`src/hw/rtl/ffsa_pkg.sv`:
```
`timescale 1ns / 1ps

package ffsa_pkg;

    // Table geometry
    localparam int MAX_SEGMENTS = 16;
    localparam int IDX_W        = $clog2(MAX_SEGMENTS);
    localparam int CNT_W        = $clog2(MAX_SEGMENTS + 1);

    // Field widths
    localparam int ID_W    = 32;
    localparam int ADDR_W  = 20;
    localparam int LIMIT_W = 21;
    localparam int COUNT_W = 5;

    localparam logic [LIMIT_W-1:0] LIMIT_MAX = 21'h10_0000;
    localparam logic [CNT_W-1:0]   CNT_ONE   = CNT_W'(1);
    localparam logic [CNT_W-1:0]   CNT_FULL  = CNT_W'(MAX_SEGMENTS);

    // Request opcodes
    localparam logic OP_ALLOC = 1'b0;
    localparam logic OP_FREE  = 1'b1;

    // One table entry
    typedef struct packed {
        logic [ID_W-1:0]   seg_id;
        logic [ADDR_W-1:0] seg_start;
        logic [ADDR_W-1:0] seg_end;
    } t_entry;

    localparam int ENTRY_W = $bits(t_entry);

    typedef enum logic [3:0] {
        ST_IDLE,
        ST_ALLOC_SCAN,
        ST_CHECK,
        ST_SHIFT_UP,
        ST_PLACE,
        ST_FREE_SCAN,
        ST_FREE_HIT,
        ST_SHIFT_DOWN,
        ST_REMOVE,
        ST_FAIL
    } t_state;

    // Controller to datapath
    typedef struct packed {
        logic accept;
        logic scan_alloc;
        logic scan_free;
        logic check;
        logic free_hit;
        logic shift_up;
        logic shift_down;
        logic place;
        logic remove;
        logic fail;
    } t_cmd;

    // Datapath to controller
    typedef struct packed {
        logic pre_fail;
        logic tbl_empty;
        logic scan_hit;
        logic scan_last;
        logic fit_ok;
        logic pos_at_end;
        logic free_at_end;
        logic shift_done;
    } t_status;

endpackage

```
`src/hw/rtl/ffsa_ram.sv`:
```
`timescale 1ns / 1ps

module ffsa_ram #(
    parameter int WIDTH = 72,
    parameter int DEPTH = 16
) (
    input  logic                     i_clk,
    input  logic                     i_we,
    input  logic [$clog2(DEPTH)-1:0] i_waddr,
    input  logic [WIDTH-1:0]         i_wdata,
    input  logic [$clog2(DEPTH)-1:0] i_raddr,
    output logic [WIDTH-1:0]         o_rdata
);

    logic [WIDTH-1:0] r_mem [DEPTH];
    logic [WIDTH-1:0] r_rdata;

    // One write port, one registered read port
    always_ff @(posedge i_clk) begin
        if (i_we) begin
            r_mem[i_waddr] <= i_wdata;
        end
        r_rdata <= r_mem[i_raddr];
    end

    assign o_rdata = r_rdata;

endmodule

```
`src/hw/rtl/ffsa_ctrl.sv`:
```
`timescale 1ns / 1ps

module ffsa_ctrl (
    input  logic              i_clk,
    input  logic              i_rst_n,
    input  logic              i_start,
    input  logic              i_op,
    input  ffsa_pkg::t_status i_status,
    output logic              o_busy,
    output ffsa_pkg::t_cmd    o_cmd
);

    ffsa_pkg::t_state r_state;
    ffsa_pkg::t_state n_state;

    // State register
    always_ff @(posedge i_clk) begin
        if (!i_rst_n) begin
            r_state <= ffsa_pkg::ST_IDLE;
        end else begin
            r_state <= n_state;
        end
    end

    // Next state
    always_comb begin
        n_state = r_state;
        unique case (r_state)
            ffsa_pkg::ST_IDLE: begin
                if (i_start) begin
                    if (i_op == ffsa_pkg::OP_ALLOC) begin
                        if (i_status.pre_fail) begin
                            n_state = ffsa_pkg::ST_FAIL;
                        end else if (i_status.tbl_empty) begin
                            n_state = ffsa_pkg::ST_CHECK;
                        end else begin
                            n_state = ffsa_pkg::ST_ALLOC_SCAN;
                        end
                    end else begin
                        if (i_status.tbl_empty) begin
                            n_state = ffsa_pkg::ST_FAIL;
                        end else begin
                            n_state = ffsa_pkg::ST_FREE_SCAN;
                        end
                    end
                end
            end
            ffsa_pkg::ST_ALLOC_SCAN: begin
                if (i_status.scan_hit || i_status.scan_last) begin
                    n_state = ffsa_pkg::ST_CHECK;
                end
            end
            ffsa_pkg::ST_CHECK: begin
                if (!i_status.fit_ok) begin
                    n_state = ffsa_pkg::ST_FAIL;
                end else if (i_status.pos_at_end) begin
                    n_state = ffsa_pkg::ST_PLACE;
                end else begin
                    n_state = ffsa_pkg::ST_SHIFT_UP;
                end
            end
            ffsa_pkg::ST_SHIFT_UP: begin
                if (i_status.shift_done) begin
                    n_state = ffsa_pkg::ST_PLACE;
                end
            end
            ffsa_pkg::ST_PLACE: begin
                n_state = ffsa_pkg::ST_IDLE;
            end
            ffsa_pkg::ST_FREE_SCAN: begin
                if (i_status.scan_hit) begin
                    n_state = ffsa_pkg::ST_FREE_HIT;
                end else if (i_status.scan_last) begin
                    n_state = ffsa_pkg::ST_FAIL;
                end
            end
            ffsa_pkg::ST_FREE_HIT: begin
                if (i_status.free_at_end) begin
                    n_state = ffsa_pkg::ST_REMOVE;
                end else begin
                    n_state = ffsa_pkg::ST_SHIFT_DOWN;
                end
            end
            ffsa_pkg::ST_SHIFT_DOWN: begin
                if (i_status.shift_done) begin
                    n_state = ffsa_pkg::ST_REMOVE;
                end
            end
            ffsa_pkg::ST_REMOVE: begin
                n_state = ffsa_pkg::ST_IDLE;
            end
            ffsa_pkg::ST_FAIL: begin
                n_state = ffsa_pkg::ST_IDLE;
            end
            default: begin
                n_state = ffsa_pkg::ST_IDLE;
            end
        endcase
    end

    // Commands
    always_comb begin
        o_cmd  = '0;
        o_busy = 1'b1;
        unique case (r_state)
            ffsa_pkg::ST_IDLE: begin
                o_busy       = 1'b0;
                o_cmd.accept = i_start;
            end
            ffsa_pkg::ST_ALLOC_SCAN: o_cmd.scan_alloc = 1'b1;
            ffsa_pkg::ST_CHECK:      o_cmd.check      = 1'b1;
            ffsa_pkg::ST_SHIFT_UP:   o_cmd.shift_up   = 1'b1;
            ffsa_pkg::ST_PLACE:      o_cmd.place      = 1'b1;
            ffsa_pkg::ST_FREE_SCAN:  o_cmd.scan_free  = 1'b1;
            ffsa_pkg::ST_FREE_HIT:   o_cmd.free_hit   = 1'b1;
            ffsa_pkg::ST_SHIFT_DOWN: o_cmd.shift_down = 1'b1;
            ffsa_pkg::ST_REMOVE:     o_cmd.remove     = 1'b1;
            ffsa_pkg::ST_FAIL:       o_cmd.fail       = 1'b1;
            default: begin
                o_cmd = '0;
            end
        endcase
    end

endmodule

```
`src/hw/rtl/ffsa_dp.sv`:
```
`timescale 1ns / 1ps

module ffsa_dp (
    input  logic                               i_clk,
    input  logic                               i_rst_n,
    input  logic                               i_cfg_we,
    input  logic [ffsa_pkg::LIMIT_W-1:0]       i_cfg_wdata,
    input  logic                               i_op,
    input  logic [ffsa_pkg::ID_W-1:0]          i_amount_or_id,
    input  ffsa_pkg::t_cmd                     i_cmd,
    output ffsa_pkg::t_status                  o_status,
    output logic                               o_done,
    output logic                               o_ok,
    output logic [ffsa_pkg::ID_W-1:0]          o_block_id,
    output logic [ffsa_pkg::ADDR_W-1:0]        o_start_addr,
    output logic [ffsa_pkg::ADDR_W-1:0]        o_end_addr,
    output logic [ffsa_pkg::LIMIT_W-1:0]       o_used_bytes,
    output logic [ffsa_pkg::COUNT_W-1:0]       o_segment_count,
    output logic                               o_fits_budget
);

    // Control state
    logic [ffsa_pkg::LIMIT_W-1:0] r_limit, n_limit;
    logic [ffsa_pkg::CNT_W-1:0]   r_total, n_total;
    logic [ffsa_pkg::LIMIT_W-1:0] r_bytes, n_bytes;
    logic [ffsa_pkg::ID_W-1:0]    r_next_id, n_next_id;
    logic                         r_rd_live, n_rd_live;
    logic                         r_dat_vld, n_dat_vld;
    logic                         r_done, n_done;

    // Working and result registers
    logic [ffsa_pkg::ID_W-1:0]    r_arg, n_arg;
    logic                         r_fits, n_fits;
    logic [ffsa_pkg::CNT_W-1:0]   r_rd_idx, n_rd_idx;
    logic [ffsa_pkg::CNT_W-1:0]   r_dat_idx, n_dat_idx;
    logic [ffsa_pkg::ADDR_W-1:0]  r_prev_end, n_prev_end;
    logic [ffsa_pkg::LIMIT_W-1:0] r_cand, n_cand;
    logic [ffsa_pkg::CNT_W-1:0]   r_pos, n_pos;
    ffsa_pkg::t_entry             r_hit, n_hit;
    logic                         r_ok, n_ok;
    logic [ffsa_pkg::ID_W-1:0]    r_id, n_id;
    logic [ffsa_pkg::ADDR_W-1:0]  r_start, n_start;
    logic [ffsa_pkg::ADDR_W-1:0]  r_end, n_end;
    logic [ffsa_pkg::LIMIT_W-1:0] r_used, n_used;
    logic [ffsa_pkg::COUNT_W-1:0] r_count, n_count;
    logic                         r_fits_out, n_fits_out;

    // Table RAM port
    logic                          ram_we;
    logic [ffsa_pkg::IDX_W-1:0]    ram_waddr;
    ffsa_pkg::t_entry              ram_wdata;
    logic [ffsa_pkg::ENTRY_W-1:0]  ram_rdata;
    ffsa_pkg::t_entry              rd;

    // Helpers
    logic                          rd_issue;
    logic [ffsa_pkg::CNT_W-1:0]    last_idx;
    logic [ffsa_pkg::CNT_W-1:0]    dat_idx_inc;
    logic [ffsa_pkg::CNT_W-1:0]    dat_idx_dec;
    logic [ffsa_pkg::CNT_W-1:0]    total_inc;
    logic [ffsa_pkg::CNT_W-1:0]    total_dec;
    logic                          dat_last;
    logic [ffsa_pkg::LIMIT_W-1:0]  gap;
    logic                          gap_big;
    logic                          first_hit;
    logic                          alloc_hit;
    logic                          free_hit;
    logic [32:0]                   budget_sum;
    logic [32:0]                   tail_sum;
    logic                          fit_ok;
    logic [ffsa_pkg::ADDR_W-1:0]   new_end;
    logic [ffsa_pkg::LIMIT_W-1:0]  hit_size;
    logic [ffsa_pkg::LIMIT_W-1:0]  cfg_limit;
    logic [ffsa_pkg::CNT_W+ffsa_pkg::COUNT_W-1:0] cnt_ext;

    ffsa_ram #(
        .WIDTH (ffsa_pkg::ENTRY_W),
        .DEPTH (ffsa_pkg::MAX_SEGMENTS)
    ) u_table (
        .i_clk   (i_clk),
        .i_we    (ram_we),
        .i_waddr (ram_waddr),
        .i_wdata (ram_wdata),
        .i_raddr (r_rd_idx[ffsa_pkg::IDX_W-1:0]),
        .o_rdata (ram_rdata)
    );

    assign rd = ffsa_pkg::t_entry'(ram_rdata);

    // Index arithmetic
    assign last_idx    = r_total - ffsa_pkg::CNT_ONE;
    assign dat_idx_inc = r_dat_idx + ffsa_pkg::CNT_ONE;
    assign dat_idx_dec = r_dat_idx - ffsa_pkg::CNT_ONE;
    assign total_inc   = r_total + ffsa_pkg::CNT_ONE;
    assign total_dec   = r_total - ffsa_pkg::CNT_ONE;
    assign dat_last    = (r_dat_idx == last_idx);

    // First-fit compares on the word just read
    assign gap       = {1'b0, rd.seg_start} - {1'b0, r_prev_end};
    assign gap_big   = gap[ffsa_pkg::LIMIT_W-1] || ({11'b0, gap} > r_arg);
    assign first_hit = (r_dat_idx == '0) && ({12'b0, rd.seg_start} >= r_arg);
    assign alloc_hit = r_dat_vld && (first_hit || ((r_dat_idx != '0) && gap_big));
    assign free_hit  = r_dat_vld && (rd.seg_id == r_arg);

    // Budget check at accept, tail check of the chosen gap
    assign budget_sum = {12'b0, r_bytes} + {1'b0, i_amount_or_id};
    assign tail_sum   = {12'b0, r_cand} + {1'b0, r_arg};
    assign fit_ok     = (tail_sum <= {12'b0, r_limit});

    assign new_end   = r_cand[ffsa_pkg::ADDR_W-1:0] + r_arg[ffsa_pkg::ADDR_W-1:0]
                     - 20'd1;
    assign hit_size  = {1'b0, r_hit.seg_end - r_hit.seg_start} + 21'd1;
    assign cfg_limit = (i_cfg_wdata > ffsa_pkg::LIMIT_MAX) ? ffsa_pkg::LIMIT_MAX
                                                           : i_cfg_wdata;

    // Status to the controller
    always_comb begin
        o_status             = '0;
        o_status.pre_fail    = (i_amount_or_id == '0) || (r_total == ffsa_pkg::CNT_FULL);
        o_status.tbl_empty   = (r_total == '0);
        o_status.scan_hit    = i_cmd.scan_alloc ? alloc_hit : free_hit;
        o_status.scan_last   = r_dat_vld && dat_last;
        o_status.fit_ok      = fit_ok;
        o_status.pos_at_end  = (r_pos == r_total);
        o_status.free_at_end = (r_pos == last_idx);
        o_status.shift_done  = i_cmd.shift_up ? (r_dat_vld && (r_dat_idx == r_pos))
                                              : (r_dat_vld && dat_last);
    end

    // Next-state logic of the datapath
    always_comb begin
        n_limit    = r_limit;
        n_total    = r_total;
        n_bytes    = r_bytes;
        n_next_id  = r_next_id;
        n_rd_live  = r_rd_live;
        n_done     = 1'b0;
        n_arg      = r_arg;
        n_fits     = r_fits;
        n_rd_idx   = r_rd_idx;
        n_dat_idx  = r_rd_idx;
        n_prev_end = r_prev_end;
        n_cand     = r_cand;
        n_pos      = r_pos;
        n_hit      = r_hit;
        n_ok       = r_ok;
        n_id       = r_id;
        n_start    = r_start;
        n_end      = r_end;
        n_used     = r_used;
        n_fits_out = r_fits_out;
        ram_we     = 1'b0;
        ram_waddr  = r_pos[ffsa_pkg::IDX_W-1:0];
        ram_wdata  = rd;
        rd_issue   = 1'b0;
        cnt_ext    = {{ffsa_pkg::COUNT_W{1'b0}}, r_total};

        // Read issue: ascending walks stop at the table end
        if (i_cmd.scan_alloc || i_cmd.scan_free || i_cmd.shift_down) begin
            rd_issue = (r_rd_idx < r_total);
            if (rd_issue) begin
                n_rd_idx = r_rd_idx + ffsa_pkg::CNT_ONE;
            end
        end
        // Descending walk stops after the insert position
        if (i_cmd.shift_up) begin
            rd_issue = r_rd_live;
            if (rd_issue) begin
                n_rd_idx  = r_rd_idx - ffsa_pkg::CNT_ONE;
                n_rd_live = (r_rd_idx != r_pos);
            end
        end
        n_dat_vld = rd_issue;

        if (i_cfg_we) begin
            n_limit = cfg_limit;
        end

        if (i_cmd.accept) begin
            n_arg    = i_amount_or_id;
            n_fits   = (i_op == ffsa_pkg::OP_ALLOC) && (budget_sum <= {12'b0, r_limit});
            n_rd_idx = '0;
            n_cand   = '0;
            n_pos    = '0;
        end

        // Gap search
        if (i_cmd.scan_alloc && r_dat_vld) begin
            n_prev_end = rd.seg_end;
            if (alloc_hit) begin
                n_cand = first_hit ? '0 : ({1'b0, r_prev_end} + 21'd1);
                n_pos  = r_dat_idx;
            end else if (dat_last) begin
                n_cand = {1'b0, rd.seg_end} + 21'd1;
                n_pos  = r_total;
            end
        end

        // Id search
        if (i_cmd.scan_free && free_hit) begin
            n_pos = r_dat_idx;
            n_hit = rd;
        end

        if (i_cmd.check) begin
            n_rd_idx  = last_idx;
            n_rd_live = 1'b1;
        end

        if (i_cmd.free_hit) begin
            n_rd_idx = r_pos + ffsa_pkg::CNT_ONE;
        end

        // Open a hole at the insert position
        if (i_cmd.shift_up && r_dat_vld) begin
            ram_we    = 1'b1;
            ram_waddr = dat_idx_inc[ffsa_pkg::IDX_W-1:0];
        end

        // Close the hole of the freed entry
        if (i_cmd.shift_down && r_dat_vld) begin
            ram_we    = 1'b1;
            ram_waddr = dat_idx_dec[ffsa_pkg::IDX_W-1:0];
        end

        if (i_cmd.place) begin
            ram_we              = 1'b1;
            ram_waddr           = r_pos[ffsa_pkg::IDX_W-1:0];
            ram_wdata.seg_id    = r_next_id;
            ram_wdata.seg_start = r_cand[ffsa_pkg::ADDR_W-1:0];
            ram_wdata.seg_end   = new_end;
            n_total    = total_inc;
            n_bytes    = r_bytes + r_arg[ffsa_pkg::LIMIT_W-1:0];
            n_next_id  = r_next_id + 32'd1;
            n_done     = 1'b1;
            n_ok       = 1'b1;
            n_id       = r_next_id;
            n_start    = r_cand[ffsa_pkg::ADDR_W-1:0];
            n_end      = new_end;
            n_used     = r_bytes + r_arg[ffsa_pkg::LIMIT_W-1:0];
            cnt_ext    = {{ffsa_pkg::COUNT_W{1'b0}}, total_inc};
            n_fits_out = r_fits;
        end

        if (i_cmd.remove) begin
            n_total    = total_dec;
            n_bytes    = r_bytes - hit_size;
            n_done     = 1'b1;
            n_ok       = 1'b1;
            n_id       = r_hit.seg_id;
            n_start    = r_hit.seg_start;
            n_end      = r_hit.seg_end;
            n_used     = r_bytes - hit_size;
            cnt_ext    = {{ffsa_pkg::COUNT_W{1'b0}}, total_dec};
            n_fits_out = r_fits;
        end

        if (i_cmd.fail) begin
            n_done     = 1'b1;
            n_ok       = 1'b0;
            n_id       = '0;
            n_start    = '0;
            n_end      = '0;
            n_used     = r_bytes;
            n_fits_out = r_fits;
        end

        n_count = cnt_ext[ffsa_pkg::COUNT_W-1:0];
    end

    // Control registers
    always_ff @(posedge i_clk) begin
        if (!i_rst_n) begin
            r_limit   <= ffsa_pkg::LIMIT_MAX;
            r_total   <= '0;
            r_bytes   <= '0;
            r_next_id <= 32'd1;
            r_rd_live <= 1'b0;
            r_dat_vld <= 1'b0;
            r_done    <= 1'b0;
        end else begin
            r_limit   <= n_limit;
            r_total   <= n_total;
            r_bytes   <= n_bytes;
            r_next_id <= n_next_id;
            r_rd_live <= n_rd_live;
            r_dat_vld <= n_dat_vld;
            r_done    <= n_done;
        end
    end

    // Payload registers
    always_ff @(posedge i_clk) begin
        r_arg      <= n_arg;
        r_fits     <= n_fits;
        r_rd_idx   <= n_rd_idx;
        r_dat_idx  <= n_dat_idx;
        r_prev_end <= n_prev_end;
        r_cand     <= n_cand;
        r_pos      <= n_pos;
        r_hit      <= n_hit;
        r_ok       <= n_ok;
        r_id       <= n_id;
        r_start    <= n_start;
        r_end      <= n_end;
        r_used     <= n_used;
        r_count    <= n_count;
        r_fits_out <= n_fits_out;
    end

    assign o_done          = r_done;
    assign o_ok            = r_ok;
    assign o_block_id      = r_id;
    assign o_start_addr    = r_start;
    assign o_end_addr      = r_end;
    assign o_used_bytes    = r_used;
    assign o_segment_count = r_count;
    assign o_fits_budget   = r_fits_out;

endmodule

```
`src/hw/rtl/first_fit_segment_allocator.sv`:
```
`timescale 1ns / 1ps

// Channel   Direction  Handshake            Word
// request   in         start, busy          i_op, i_amount_or_id
// result    out        o_done (one cycle)   o_ok, o_block_id, o_start_addr, o_end_addr,
//                                           o_used_bytes, o_segment_count, o_fits_budget
// config    in         i_cfg_we             i_cfg_wdata (memory limit, saturated)
//
// One request at a time; busy is high from the accepting edge until the result cycle.
// Allocate scans k entries to the gap, then moves m entries up to open a hole.
// Free scans k entries to the id, then moves m entries down to close its hole.
// The single read port of the table RAM, one entry per cycle, sets the pace. Reset is
// synchronous and needs no sweep. The receiver cannot stall: o_done marks the result
// for exactly one cycle.

module first_fit_segment_allocator (
    input  logic                               i_clk,
    input  logic                               i_rst_n,
    input  logic                               start,
    output logic                               busy,
    input  logic                               i_op,
    input  logic [ffsa_pkg::ID_W-1:0]          i_amount_or_id,
    input  logic                               i_cfg_we,
    input  logic [ffsa_pkg::LIMIT_W-1:0]       i_cfg_wdata,
    output logic                               o_done,
    output logic                               o_ok,
    output logic [ffsa_pkg::ID_W-1:0]          o_block_id,
    output logic [ffsa_pkg::ADDR_W-1:0]        o_start_addr,
    output logic [ffsa_pkg::ADDR_W-1:0]        o_end_addr,
    output logic [ffsa_pkg::LIMIT_W-1:0]       o_used_bytes,
    output logic [ffsa_pkg::COUNT_W-1:0]       o_segment_count,
    output logic                               o_fits_budget
);

    ffsa_pkg::t_cmd    cmd;
    ffsa_pkg::t_status status;

    ffsa_ctrl u_ctrl (
        .i_clk    (i_clk),
        .i_rst_n  (i_rst_n),
        .i_start  (start),
        .i_op     (i_op),
        .i_status (status),
        .o_busy   (busy),
        .o_cmd    (cmd)
    );

    ffsa_dp u_dp (
        .i_clk           (i_clk),
        .i_rst_n         (i_rst_n),
        .i_cfg_we        (i_cfg_we),
        .i_cfg_wdata     (i_cfg_wdata),
        .i_op            (i_op),
        .i_amount_or_id  (i_amount_or_id),
        .i_cmd           (cmd),
        .o_status        (status),
        .o_done          (o_done),
        .o_ok            (o_ok),
        .o_block_id      (o_block_id),
        .o_start_addr    (o_start_addr),
        .o_end_addr      (o_end_addr),
        .o_used_bytes    (o_used_bytes),
        .o_segment_count (o_segment_count),
        .o_fits_budget   (o_fits_budget)
    );

    // A result only shows once the controller is back in idle
    a_done_idle: assert property (@(posedge i_clk) disable iff (!i_rst_n)
        o_done |-> !busy)
        else $error("result strobe while busy");

    // An accepted request makes the block busy in the following cycle, with no result yet
    a_accept_busy: assert property (@(posedge i_clk) disable iff (!i_rst_n)
        (start && !busy) |=> (busy && !o_done))
        else $error("request accepted without going busy");

    // Failed requests report id zero
    a_fail_id: assert property (@(posedge i_clk) disable iff (!i_rst_n)
        (o_done && !o_ok) |-> (o_block_id == '0))
        else $error("failed request with nonzero id");

    // A reported segment never ends before it starts
    a_seg_order: assert property (@(posedge i_clk) disable iff (!i_rst_n)
        (o_done && o_ok) |-> (o_end_addr >= o_start_addr))
        else $error("segment end below start");

endmodule

```
`config.mk`:
```
export PLATFORM = sky130hd
export DESIGN_NAME = first_fit_segment_allocator
export DESIGN_NICKNAME = d
export VERILOG_FILES = /design/src/hw/rtl/ffsa_pkg.sv /design/src/hw/rtl/ffsa_ram.sv /design/src/hw/rtl/ffsa_ctrl.sv /design/src/hw/rtl/ffsa_dp.sv /design/src/hw/rtl/first_fit_segment_allocator.sv
export SDC_FILE = /design/constraint.sdc
export NUM_CORES = 2
export LEC_CHECK = 0
export BUFFER_PORTS_ARGS = -buffer_cell sky130_fd_sc_hd__buf_2
export CORE_MARGIN = 2
export CORE_UTILIZATION = 45
export CTS_BUF_LIST = sky130_fd_sc_hd__clkbuf_4 sky130_fd_sc_hd__clkbuf_8 sky130_fd_sc_hd__clkbuf_16
export DETAILED_ROUTE_END_ITERATION = 8
export GPL_TIMING_DRIVEN = 0
export RECOVER_POWER = 50
export SYNTH_ARGS = -nofsm -noshare
export SYNTH_HDL_FRONTEND = slang
export SYNTH_SLANG_ARGS = --single-unit
```
`constraint.sdc`:
```
create_clock -name i_clk -period 11.4 [get_ports i_clk]
set_clock_uncertainty 0.2 [all_clocks]
set_input_delay 1.14 -clock i_clk [delete_from_list [all_inputs] [get_ports i_clk]]
set_output_delay 1.14 -clock i_clk [all_outputs]
set_load 0.03 [all_outputs]
```
==> out/metrics.yaml <==
clock_tree:
  cts.clk_slew.worst_paths_ns: 0.06
  cts_hold_buf: 0
  clock_latency_ns: 0.82
  htree_levels: 4
  clock-root-buffer: "clkbuf_16"
  cts.sinks: 1571
  clockBufferDepth: 3
  cts_resized: 0
  numCtsBuffers: 161
  cts_tree: "built"
  cts_setup_buffers: 0
yosys:
  synth_cells: 4627
  synth_edf_count: 1299
  yosys.area.top_type: "edfxtp_1"
  ys_warn_count: 0
  avgSynthCellArea_um2: 15.0
  netlist_area_um2: 69400
  ys_types: 102
  synth.area.top_cells: "edfxtp_1 (56%), mux4_2 (12%), dfxtp_1 (7.8%)"
  async_flop_share_pct: 0
  ys_dominant_reg_cell: "edfxtp_1"
  synth.top_cell.area_share_pct: 56.2
  synth.net_count: 4949
  ys_seq_area_share_pct: 64.0
  ys_ff_latch: 1571
finish:
  drive_above_1_share_pct: 15.2
  area_growth_syn_to_layout_pct: 14.3
  final_cell_area_um2: 79300
  nets: 5344
  layout_common_cells: "edfxtp_1 (1,299), nand2_1 (383), mux4_2 (360), clkbuf_1 (299), dfxtp_1 (272)"
  fin_cells: 7205
  utilization_pct: 51.6
  antenna_cells: 0
  final_common_cell: "edfxtp_1"
power_and_ir_drop:
  swShare_pct: 36.7
  clock_power_share_pct: 25.9
  switchingPower_mw: 7.48
  irDropWorstVdd_v: 0.000181
  power_density_nw_per_um2: 257
  pwr-share-comb_pct: 32.9
  pwr-share-seq_pct: 41.2
  internal_power_mw: 12.9
  p_leak_nw: 27.2
floorplan:
  io_pins: 160
  fp-row-count: 144
  die_w_um: 397
  dieArea_um2: 157000
  die_h_um: 397
  core_area_um2: 154000
  initial_core_util_pct: 45.2
global_route:
  gr-total-overflow: 0
  grt_usage_pct: 27.9
  grt_pass1_wl_mm: 311
  grt_pass1_vias: 42200
  grt_max_degree: 52
  antenna_found_initial: 7
critical_path:
  path_max_fanout: 51
  crit_type: "flop to flop"
  slowest_stage: "clkbuf_1"
  r2r_slack_ns: 3.74
  critPathRequiredTime_ns: 11.90
  worst_ep_arrival_time_ns: 8.16
  critPathMostFrequentCell: "nor4_1"
  crit_path_end_kind: "flop"
  path_cells: "xor2_1, nor4_1, nand4_1, nor4_1, nand3_1, clkinvlp_2, clkbuf_1, nor2_1, a221oi_1"
  start_kind: "flop"
  cp_slowest_stage_delay_ns: 2.85
drt:
  routedWlPerCell_um: 30.7
  avgViaCountPerCell: 6.12
  vias: 44100
  drt-pass1-iter-count: 8
  routed_wl_mm: 221
  drc: 0
  postRouteAntennaNets: 0
  drtIter0Drc: 5909
timing:
  finalSetupViolCount: 0
  worst_slack_ns: 3.74
  fmax_mhz: 131
  rsz0062_at_grt: "no"
  min_period_ns: 7.66
  hold_violations: 0
  final_max_slew_viol_count: 335
  worst_pin_slew_ns: 3.97
  period_share_pct: 67.2
  slew_headroom_pct: -165
  fin_tns_setup_ns: 0
flow_run:
  drv_cap: 22
place:
  dpl_cell_area_um2: 74400
  gp_congestion: 0.973
  io_buffers: 158
  pre_cts_ws_ns: 5.18
  dp_cells: 6901
  dp_hpwl_mm: 157
worst_hold_path:
  holdCritPathClass: "flop to flop"
run_status:
  status: "finished with violations"
  violations: "max-capacitance violations, max-slew violations"
==> power groups by stage <==
stage | clock network [mW] | registers [mW] | logic, mW
after floorplan | 0 | 8.26 | 4.22
after global placement | 0 | 8.50 | 6.53
after detailed placement | 0 | 8.48 | 6.68
after CTS | 5.36 | 8.36 | 6.72
after global routing | 5.58 | 8.41 | 7.26
final | 5.30 | 8.40 | 6.71
==> per-layer routing <==
layer  routed length [µm]  up-vias  part of all wire [%]  GRT usage [%]
met5                   14        -                0.0063              0
met4                 8610        2                   3.9           10.3
met3                21600      389                   9.8           5.71
met2                99900     2282                    45           42.6
met1                91100    22600                    41           39.7
li1                     -    18700                     -              -
==> final cells by class <==
cell class / count / area [µm²]
multi-input cells: 2644 / 23400
clock buffers: 216 / 4530
inverters: 223 / 838
repair buffers: 232 / 1970
plain buffers: 189 / 767
well taps: 2044 / 2560
clock inverters: 86 / 805
flip-flops and latches: 1571 / 44500
fillers: 12600 / 74300
==> stage by stage <==
stage	hold slack (ns)	total power, mW
final	0.181	20.4
after CTS	0.184	20.4
after global routing	0.189	21.3
after detailed placement	0.175	15.2
after floorplan	0.154	12.5
after global placement	0.172	15.0
==> worst max-delay path: cells and delay by family, from the launching register on <==
kind,cells,cell delay (ns)
simple gates,5,2.12
buf+inv,2,3.75
xor+xnor,1,0.29
compound gates,1,0.52
flops,1,0.64
==> registers in the layout, indices dropped and copies added (netlist names), 21 cells and up <==
name,flops
u_dp.o_block_id,32
u_dp.o_used_bytes,21
u_dp.r_arg,32
u_dp.r_bytes,21
u_dp.r_cand,21
u_dp.r_hit,72
u_dp.r_limit,21
u_dp.r_next_id,32
u_dp.u_table.o_rdata,72
u_dp.u_table.r_mem,1152
==> Yosys cell counts (45+ instances only) <==
library cell	instances
nor2_1	275
nand3_1	75
a21oi_1	192
dfxtp_1	272
nand4_1	45
xnor2_1	141
inv_1	221
clkbuf_1	137
ha_1	257
edfxtp_1	1299
xor2_1	104
nand2_1	383
a21o_1	56
a31oi_1	49
mux4_2	360
o21ai_0	131
nor3_1	63
==> cells by family after synthesis <==
kind of cell,after synthesis,synth area share (%)
flip-flops,1571,64.0
AND/OR/NAND/NOR,1045,6.96
AO/OA/AOI/OAI,723,7.02
buffers and inverters,412,2.31
multiplexers,367,11.8
adder cells (fa/ha/maj),264,4.83
XOR/XNOR,245,3.09
==> final timing paths <==
| check | cells after the start | end | start |
|---|---|---|---|
| worst max-delay path | 9 | u_dp.r_pos[3] | u_dp.r_arg[1] |
| worst min-delay path | 0 | u_dp.r_dat_idx[0] | u_dp.n_dat_idx[0] |
| worst max register to register | 9 | u_dp.r_pos[3] | u_dp.r_arg[1] |
| worst min register to register | 0 | u_dp.r_dat_idx[0] | u_dp.n_dat_idx[0] |
No activity file was read; power rests on OpenSTA's default activity.
